## config.mk

```make
export PLATFORM = sky130hd
export DESIGN_NAME = htb_ctrl
export DESIGN_NICKNAME = d
export VERILOG_FILES = /design/src/rtl/htb_pkg.sv /design/src/rtl/htb_ctrl.sv
export SDC_FILE = /design/constraint.sdc
export NUM_CORES = 1
export LEC_CHECK = 0
export ABC_AREA = 1
export BUFFER_PORTS_ARGS = -buffer_cell sky130_fd_sc_hd__buf_2
export CAP_MARGIN = 20
export CORE_MARGIN = 4
export CORE_UTILIZATION = 48
export DETAILED_ROUTE_END_ITERATION = 7
export GPL_ROUTABILITY_DRIVEN = 0
export HOLD_SLACK_MARGIN = 0.03
export PLACE_DENSITY = 0.77
export SYNTH_ARGS = -nofsm -noshare
export SYNTH_HDL_FRONTEND = slang
export SYNTH_SLANG_ARGS = --single-unit
```

## constraint.sdc

```tcl
create_clock -name clk_i -period 1.4 [get_ports clk_i]
set_input_delay 0.14 -clock clk_i [delete_from_list [all_inputs] [get_ports clk_i]]
set_output_delay 0.14 -clock clk_i [all_outputs]
set_load 0.1 [all_outputs]
```

## src/rtl/htb_pkg.sv

```systemverilog
package htb_pkg;
  localparam int SYMBOLS_DEF = 256;
  localparam int WEIGHT_W    = 24;

  typedef enum logic [1:0] {
    KIND_READY  = 2'd0,
    KIND_SYMBOL = 2'd1,
    KIND_ERROR  = 2'd2
  } kind_e;

  typedef enum logic [3:0] {
    ST_LOAD,
    ST_INIT,
    ST_SCAN,
    ST_MERGE,
    ST_RESP,
    ST_WALK,
    ST_WREAD,
    ST_OUT
  } state_e;

  typedef enum logic [2:0] {
    CMD_NONE,
    CMD_STORE,
    CMD_INIT,
    CMD_SCAN,
    CMD_MERGE,
    CMD_WALK,
    CMD_CLEAR,
    CMD_STEP
  } cmd_e;

  typedef struct packed {
    cmd_e cmd;
    logic scan_first;
  } ctrl_t;

  typedef struct packed {
    logic       scan_done;
    logic       merge_done;
    logic       empty;
    logic       is_leaf;
    logic [7:0] sym;
  } stat_t;
endpackage

```

## src/rtl/htb_ctrl.sv

```systemverilog
module htb_ctrl (
  input  logic           clk_i,
  input  logic           rst_ni,
  input  logic           in_valid_i,
  output logic           in_ready_o,
  input  logic           mode_i,
  input  logic           last_i,
  output logic           out_valid_o,
  input  logic           out_ready_i,
  output logic [1:0]     kind_o,
  output logic [7:0]     sym_o,
  output htb_pkg::ctrl_t ctrl_o,
  input  htb_pkg::stat_t stat_i
);
  import htb_pkg::*;
  state_e st_q, st_d;
  logic ready_q, ready_d, half_q, half_d, ov_q, ov_d;
  logic [1:0] kind_q, kind_d;
  logic [7:0] sym_q, sym_d;

  always_ff @(posedge clk_i or negedge rst_ni) begin
    if (!rst_ni) begin
      st_q <= ST_LOAD; ready_q <= 1'b0; half_q <= 1'b0; ov_q <= 1'b0;
      kind_q <= '0; sym_q <= '0;
    end else begin
      st_q <= st_d; ready_q <= ready_d; half_q <= half_d; ov_q <= ov_d;
      kind_q <= kind_d; sym_q <= sym_d;
    end
  end

  logic acc;
  assign in_ready_o = (st_q == ST_LOAD) && !ov_q;
  assign acc = in_valid_i && in_ready_o;

  always_comb begin
    st_d = st_q; ready_d = ready_q; half_d = half_q; ov_d = ov_q;
    kind_d = kind_q; sym_d = sym_q;
    ctrl_o = '{cmd: CMD_NONE, scan_first: 1'b0};
    if (ov_q && out_ready_i) ov_d = 1'b0;
    case (st_q)
      ST_LOAD: if (acc) begin
        if (!mode_i) begin
          if (ready_q) begin ctrl_o.cmd = CMD_CLEAR; ready_d = 1'b0; st_d = ST_RESP; end
          else begin
            ctrl_o.cmd = CMD_STORE;
            if (last_i) st_d = ST_INIT;
          end
        end else if (!ready_q) begin
          ov_d = 1'b1; kind_d = KIND_ERROR; sym_d = '0;
        end else begin
          ctrl_o.cmd = CMD_WALK; st_d = ST_WREAD;
        end
      end
      ST_RESP: begin  // store after clear, same beat held
        ctrl_o.cmd = CMD_STORE;
        st_d = last_i ? ST_INIT : ST_LOAD;
      end
      ST_INIT: begin
        if (stat_i.empty) begin
          ov_d = 1'b1; kind_d = KIND_ERROR; sym_d = '0; st_d = ST_LOAD;
        end else begin
          ctrl_o.cmd = CMD_INIT; half_d = 1'b0; st_d = ST_MERGE;
        end
      end
      ST_MERGE: begin
        if (stat_i.merge_done) begin
          ov_d = 1'b1; kind_d = KIND_READY; sym_d = '0; ready_d = 1'b1; st_d = ST_LOAD;
        end else begin
          ctrl_o.cmd = CMD_SCAN; ctrl_o.scan_first = 1'b1; st_d = ST_SCAN;
        end
      end
      ST_SCAN: begin
        ctrl_o.cmd = CMD_SCAN;
        if (stat_i.scan_done) begin
          if (half_q) begin half_d = 1'b0; st_d = ST_OUT; end
          else begin half_d = 1'b1; st_d = ST_MERGE; end
        end
      end
      ST_OUT: begin ctrl_o.cmd = CMD_MERGE; st_d = ST_MERGE; end
      ST_WREAD: begin
        ctrl_o.cmd = CMD_STEP;
        if (stat_i.is_leaf) begin ov_d = 1'b1; kind_d = KIND_SYMBOL; sym_d = stat_i.sym; end
        st_d = ST_LOAD;
      end
      default: st_d = ST_LOAD;
    endcase
    // second scan must not restart the pair state; merge re-entry handled by half flag
    if (st_q == ST_MERGE && half_q && !stat_i.merge_done) begin
      ctrl_o.cmd = CMD_SCAN; ctrl_o.scan_first = 1'b1; st_d = ST_SCAN;
    end
  end

  assign out_valid_o = ov_q;
  assign kind_o = kind_q;
  assign sym_o = sym_q;
endmodule

```

==> run_results.csv, run 1 <==
group,metric,value,unit
logic_synthesis,ys_ff_latch,16,
sta,tightest_slew,0.491,ns
outcome,violations,"setup timing",
setup_path,timing.rr.start,"st_q[0]$_DFFE_PN0P_",
setup_path,critical_path_arrival,1.55,ns
routing,drc,0,
setup_path,reg2reg_depth,7,
setup_path,reg2reg_to,"sym_o[4]$_DFFE_PN0P_",
setup_path,crit_required,1.26,ns
final_layout,drive_above_1_share,0.448,
logic_synthesis,yosysTopAreaCell,"dfrtp_1",
global_route,antenna_found_initial,0,
logic_synthesis,synthCells,134,
final_layout,num_antenna_cells,0,
final_layout,synthToLayoutAreaGrowth,60.0,%
min_path,holdPathEnd,"sym_o[0]$_DFFE_PN0P_",
setup_path,slowest_delay,0.42,ns
sta,max_freq,0.590,GHz
setup_path,critPathLaunchType,"flip-flop",
die,ioPinCount,34,
routing,antenna_left,0,
global_route,grtUsageTotal,0.206,
global_route,grt_first_pass_wirelength,4.28,mm
sta,period_share,1.21,
logic_synthesis,syn_area,976,µm²
logic_synthesis,netlist.area_leader.share,0.410,
routing,viasPerCell,5.02,
die,die_w,53.1,µm
setup_path,r2r_setup_slack,-0.03,ns
clocking,insertion_delay,0.29,ns
min_path,min_path_type,"input port to flip-flop",
routing,drt_first_pass_iters,4,
min_path,hold_depth,3,
clocking,htree_levels,1,
die,initial_core_util,0.503,
final_layout,final_common_cell,"nand2_1",
logic_synthesis,yosysWarnings,0,
global_route,grt_pass1_vias,1071,
routing,via_count,1100,
run,maxCapViolCount,0,
logic_synthesis,syn_avg_cell_area,7.28,µm²
setup_path,cp_cell_sequence,"buf_6 -> nand2_8 -> nor2_1 -> nand2_1 -> o211ai_1 -> buf_12",
clocking,cts.sinks,16,
outcome,status,"finished, violations left",
sta,fin_ws,-0.293,ns
logic_synthesis,synth_cell_types,22,
clocking,clock_path_buffers,2,
die,die_h,53.1,µm
clocking,cts_buffers,3,
final_layout,final_cell_mix,"49 x nand2_1, 27 x buf_2, 15 x dfrtp_1",
placed_design,pre_cts_slack,-0.00771,ns
final_layout,num-nets-final,215,
sta,finClkSkew,0.00477,ns
global_route,grt-ovfl-total,0,
sta,hold_viol,0,
sta,fin_crit,1.69,ns
die,core-area,0.00194,mm²
logic_synthesis,synthTopCellsByArea,"dfrtp_1 41%, nand2_1 20%, ha_1 5.1%",
clocking,root_buffer,"clkbuf_4",
routing,drt_iter0_markers,19,
setup_path,critPathSlowestCell,"dfrtp_1",
routing,wl_per_cell,13.6,µm
die,dieArea,0.00282,mm²
setup_path,cp_num_cells,6,
sta,maxSlewHeadroom,0.675,
final_layout,fill_cells,125,
sta,drv_slew,0,
placed_design,io_buffers,33,
die,placementRows,16,
setup_path,path_max_fanout,4,
placed_design,hpwl,2.08,mm
setup_path,cp-end-kind,"output port",
clocking,cts_tree,"built",
routing,drt_wl_total,2.97,mm
sta,finalSetupTns,-1.11,ns
sta,setup_violations,12,
logic_synthesis,ys_seq_area_frac,0.410,
clocking,clk_pin_slew,0.10,ns
setup_path,path_class,"flip-flop to output port",
sta,rsz0062_at_grt,"yes",
logic_synthesis,synth_fp_nets,156,
setup_path,crit_buf_inv,2,
global_route,grt_max_degree,17,
setup_path,crit_family,"flip-flops",
min_path,hp-start,"stat_i[0]",
## synth_stat cells, drive strengths merged
| library cell | instances |
|---|---|
| o211ai | 1 |
| nor3 | 1 |
| clkinv | 1 |
| ha | 4 |
| dfrtp | 16 |
| a21oi | 2 |
| nand3 | 6 |
| inv | 17 |
| buf | 1 |
| o21ai | 8 |
| nand2 | 57 |
| o22ai | 2 |
| nor2 | 15 |
| nand4 | 2 |
| o21bai | 1 |
## kinds of logic (layout without fill, tap and decap cells)
kind of cell,Yosys count,count (layout),synth area share
DFF,16,16,0.410
buffers and inverters,19,76,0.0782
and+or+nand+nor,81,82,0.381
AOI/OAI and AO/OA,14,14,0.0795
adders and majority gates,4,4,0.0513
## registers in the layout (all words and copies together) (netlist names)
name and count:
out_valid_o 1, half_q 1, ready_q 1, kind_o 2, sym_o 8, st_q 3
## worst max-delay path by stage
stage | slack, ns | to | start
global placement | 0.02 | ctrl_o[1] | st_q[0]$_DFFE_PN0P_
floorplan | -1.13 | ctrl_o[1] | out_valid_o$_DFF_PN0_
finish | -0.29 | ctrl_o[1] | st_q[0]$_DFFE_PN0P_
detailed placement | -0.008 | ctrl_o[1] | st_q[0]$_DFFE_PN0P_
CTS | -0.28 | ctrl_o[1] | st_q[1]$_DFFE_PN0P_
global route | -0.38 | ctrl_o[1] | out_valid_o$_DFF_PN0_
## timing repair
action,CTS,global route
hold buffers,1,0
endpoints found under the hold margin,16,0
gates resized for setup,10,15
setup buffers,3,4
endpoints found under the setup margin,5,20
cloned,0,1
pin swaps,5,3
## metal layers
| layer | vias to the layer above | wire, µm | GRT usage |
|---|---|---|---|
| met2 | 26 | 1660 | 0.395 |
| met1 | 533 | 1150 | 0.221 |
| met3 | 2 | 150 | 0.0648 |
| met4 | 0 | 12 | 0.0298 |
| li1 | 539 | - | - |
| met5 | - | 0 | 0 |
## cell type report
type                            count  area [µm²]  area share
Clock buffer                        4        26.3      0.0168
Multi-Input combinational cell    100         601       0.385
Sequential cell                    16         404       0.259
Inverter                           18        71.3      0.0457
Tap cell                           27        33.8      0.0216
Timing Repair Buffer               54         425       0.272
## metrics by stage
stage	cell area (µm²)	hold slack, ns	instances	utilization
final	1560	0.0477	219	0.804
after global routing	1560	0.0463	219	0.804
after CTS	1460	0.0387	214	0.751
after detailed placement	1370	0.0746	206	0.704
after global placement	1370	0.0653	206	0.704
after floorplan	1010	-0.156	134	-
## worst register-to-register path, stage by stage (launching register included)
cell	delay, ns
dfrtp_1	0.43
buf_6	0.16
inv_4	0.07
nand4_1	0.19
nand2_2	0.21
nand3_4	0.12
nand2_1	0.09
nand2_1	0.06
Power of run 1 is left out: the tool's default activity adds up to more than one toggle a clock period on the data nets, which glitch-free logic cannot reach.
==> run 2: changes to the inputs <==
MAX_ROUTING_LAYER = met4   (was not set)
==> run 2 against run 1 <==
Effect of this change: global-route usage rose by 0.53 points; sequential share of layout area did not move; critical path depth did not move; non-clock buffer count did not move; core utilization did not move; the run still ends with setup timing left; worst setup slack got worse by 0.0073 ns; largest cell class unchanged; via count rose by 0.27%; final area did not move; fmax fell by 0.43%; final cell count did not move.
==> run_results.csv, run 2 (synthesis gave the netlist of run 1 again) <==
group,metric,value,unit
global_route,antenna_found_initial,0,
placed_design,hpwl,2.08,mm
setup_path,cp-end-kind,"output port",
final_layout,regArea,404,µm²
routing,viasPerCell,5.04,
sta,maxSlewHeadroom,0.673,
die,dieArea,0.00282,mm²
final_layout,multiInputGateArea,601,µm²
clocking,htree_levels,1,
clocking,cts.sinks,16,
sta,period_share,1.21,
setup_path,crit_required,1.26,ns
setup_path,critPathSlowestCell,"dfrtp_1",
sta,finalSetupTns,-1.05,ns
die,placementRows,16,
die,die_h,53.1,µm
outcome,violations,"setup timing",
placed_design,place_inst,206,
clocking,clock_path_buffers,2,
clocking,clk_pin_slew,0.10,ns
sta,max_freq,0.588,GHz
final_layout,drive_above_1_share,0.448,
die,ioPinCount,34,
sta,hold_viol,0,
clocking,cts_buffers,3,
routing,wl_per_cell,13.7,µm
final_layout,num_antenna_cells,0,
sta,rsz0062_at_grt,"yes",
clocking,cts_tree,"built",
routing,drt_wl_total,2.99,mm
global_route,grt_max_degree,17,
routing,drt_iter0_markers,26,
final_layout,final_common_cell,"nand2_1",
outcome,status,"finished, violations left",
final_layout,largest_reg_flops,8,
setup_path,path_class,"flip-flop to output port",
global_route,grt-ovfl-total,0,
final_layout,fin_util,0.804,
setup_path,cp_cell_sequence,"buf_6 -> nand2_8 -> nor2_1 -> nand2_1 -> o211ai_1 -> buf_12",
placed_design,io_buffers,33,
setup_path,critical_path_arrival,1.56,ns
setup_path,path_max_fanout,4,
sta,fin_crit,1.70,ns
clocking,root_buffer,"clkbuf_4",
final_layout,stdcell_count,219,
sta,holdWs,0.0470,ns
final_layout,synthToLayoutAreaGrowth,60.0,%
setup_path,slowest_delay,0.42,ns
sta,tightest_slew,0.494,ns
sta,setup_violations,8,
global_route,grt_pass1_vias,1071,
routing,drc,0,
min_path,min_path_type,"input port to flip-flop",
routing,antenna_left,0,
setup_path,critPathLaunchType,"flip-flop",
global_route,grtUsageTotal,0.211,
routing,drt_first_pass_iters,4,
sta,finClkSkew,0.00352,ns
die,core-area,0.00194,mm²
final_layout,num-nets-final,215,
sta,fin_ws,-0.301,ns
run,maxCapViolCount,0,
final_layout,final_cell_mix,"49 x nand2_1, 27 x buf_2, 15 x dfrtp_1",
sta,drv_slew,0,
routing,via_count,1103,
die,initial_core_util,0.503,
global_route,grt_first_pass_wirelength,4.28,mm
final_layout,fill_cells,125,
clocking,insertion_delay,0.29,ns
die,die_w,53.1,µm
## run 2: routing by layer
metal	wire length [µm]	GRT usage
met2	1670	0.395
met1	1190	0.221
met5	0	-
met3	128	0.0648
met4	0	0.0298
## run 2: path summary, 6_finish.rpt
check,slack (ns),end,cells after the start,startpoint
hold reg to reg,0.48,sym_o[3]$_DFFE_PN0P_,2,sym_o[3]$_DFFE_PN0P_
hold / removal,0.05,sym_o[0]$_DFFE_PN0P_,3,stat_i[0]
max in group asynchronous,0.80,out_valid_o$_DFF_PN0_,2,rst_ni
setup / recovery,-0.30,ctrl_o[1],6,st_q[0]$_DFFE_PN0P_
setup reg to reg,-0.01,sym_o[4]$_DFFE_PN0P_,7,st_q[0]$_DFFE_PN0P_
min in group asynchronous,0.29,st_q[0]$_DFFE_PN0P_,2,rst_ni
## run 2: metrics by stage
step                      worst slack [ns]  area, µm²
after detailed placement          -0.00771       1370
after global placement              0.0150       1370
after global routing                -0.382       1560
after floorplan                      -1.13       1010
after CTS                           -0.284       1460
final                               -0.301       1560
## run 2: final cells by class
cell class                      count  share of cell area
Clock buffer                        4              0.0168
Tap cell                           27              0.0216
Sequential cell                    16               0.259
Timing Repair Buffer               54               0.272
Inverter                           18              0.0457
Multi-Input combinational cell    100               0.385
## run 2: timing repair
item	CTS	global route
endpoints found under the setup margin	5	20
cloned	0	1
pin swaps	5	3
hold buffers	1	0
resized for setup	10	15
setup buffers	3	4
endpoints found under the hold margin	16	0
## run 2: worst max-delay path: cells and delay by family, from the launching register on
kind | cells | cell delay [ns]
compound gates | 1 | 0.16
buf+inv | 2 | 0.38
flops | 1 | 0.42
simple gates | 3 | 0.29
Power of run 2 is left out for the same reason.
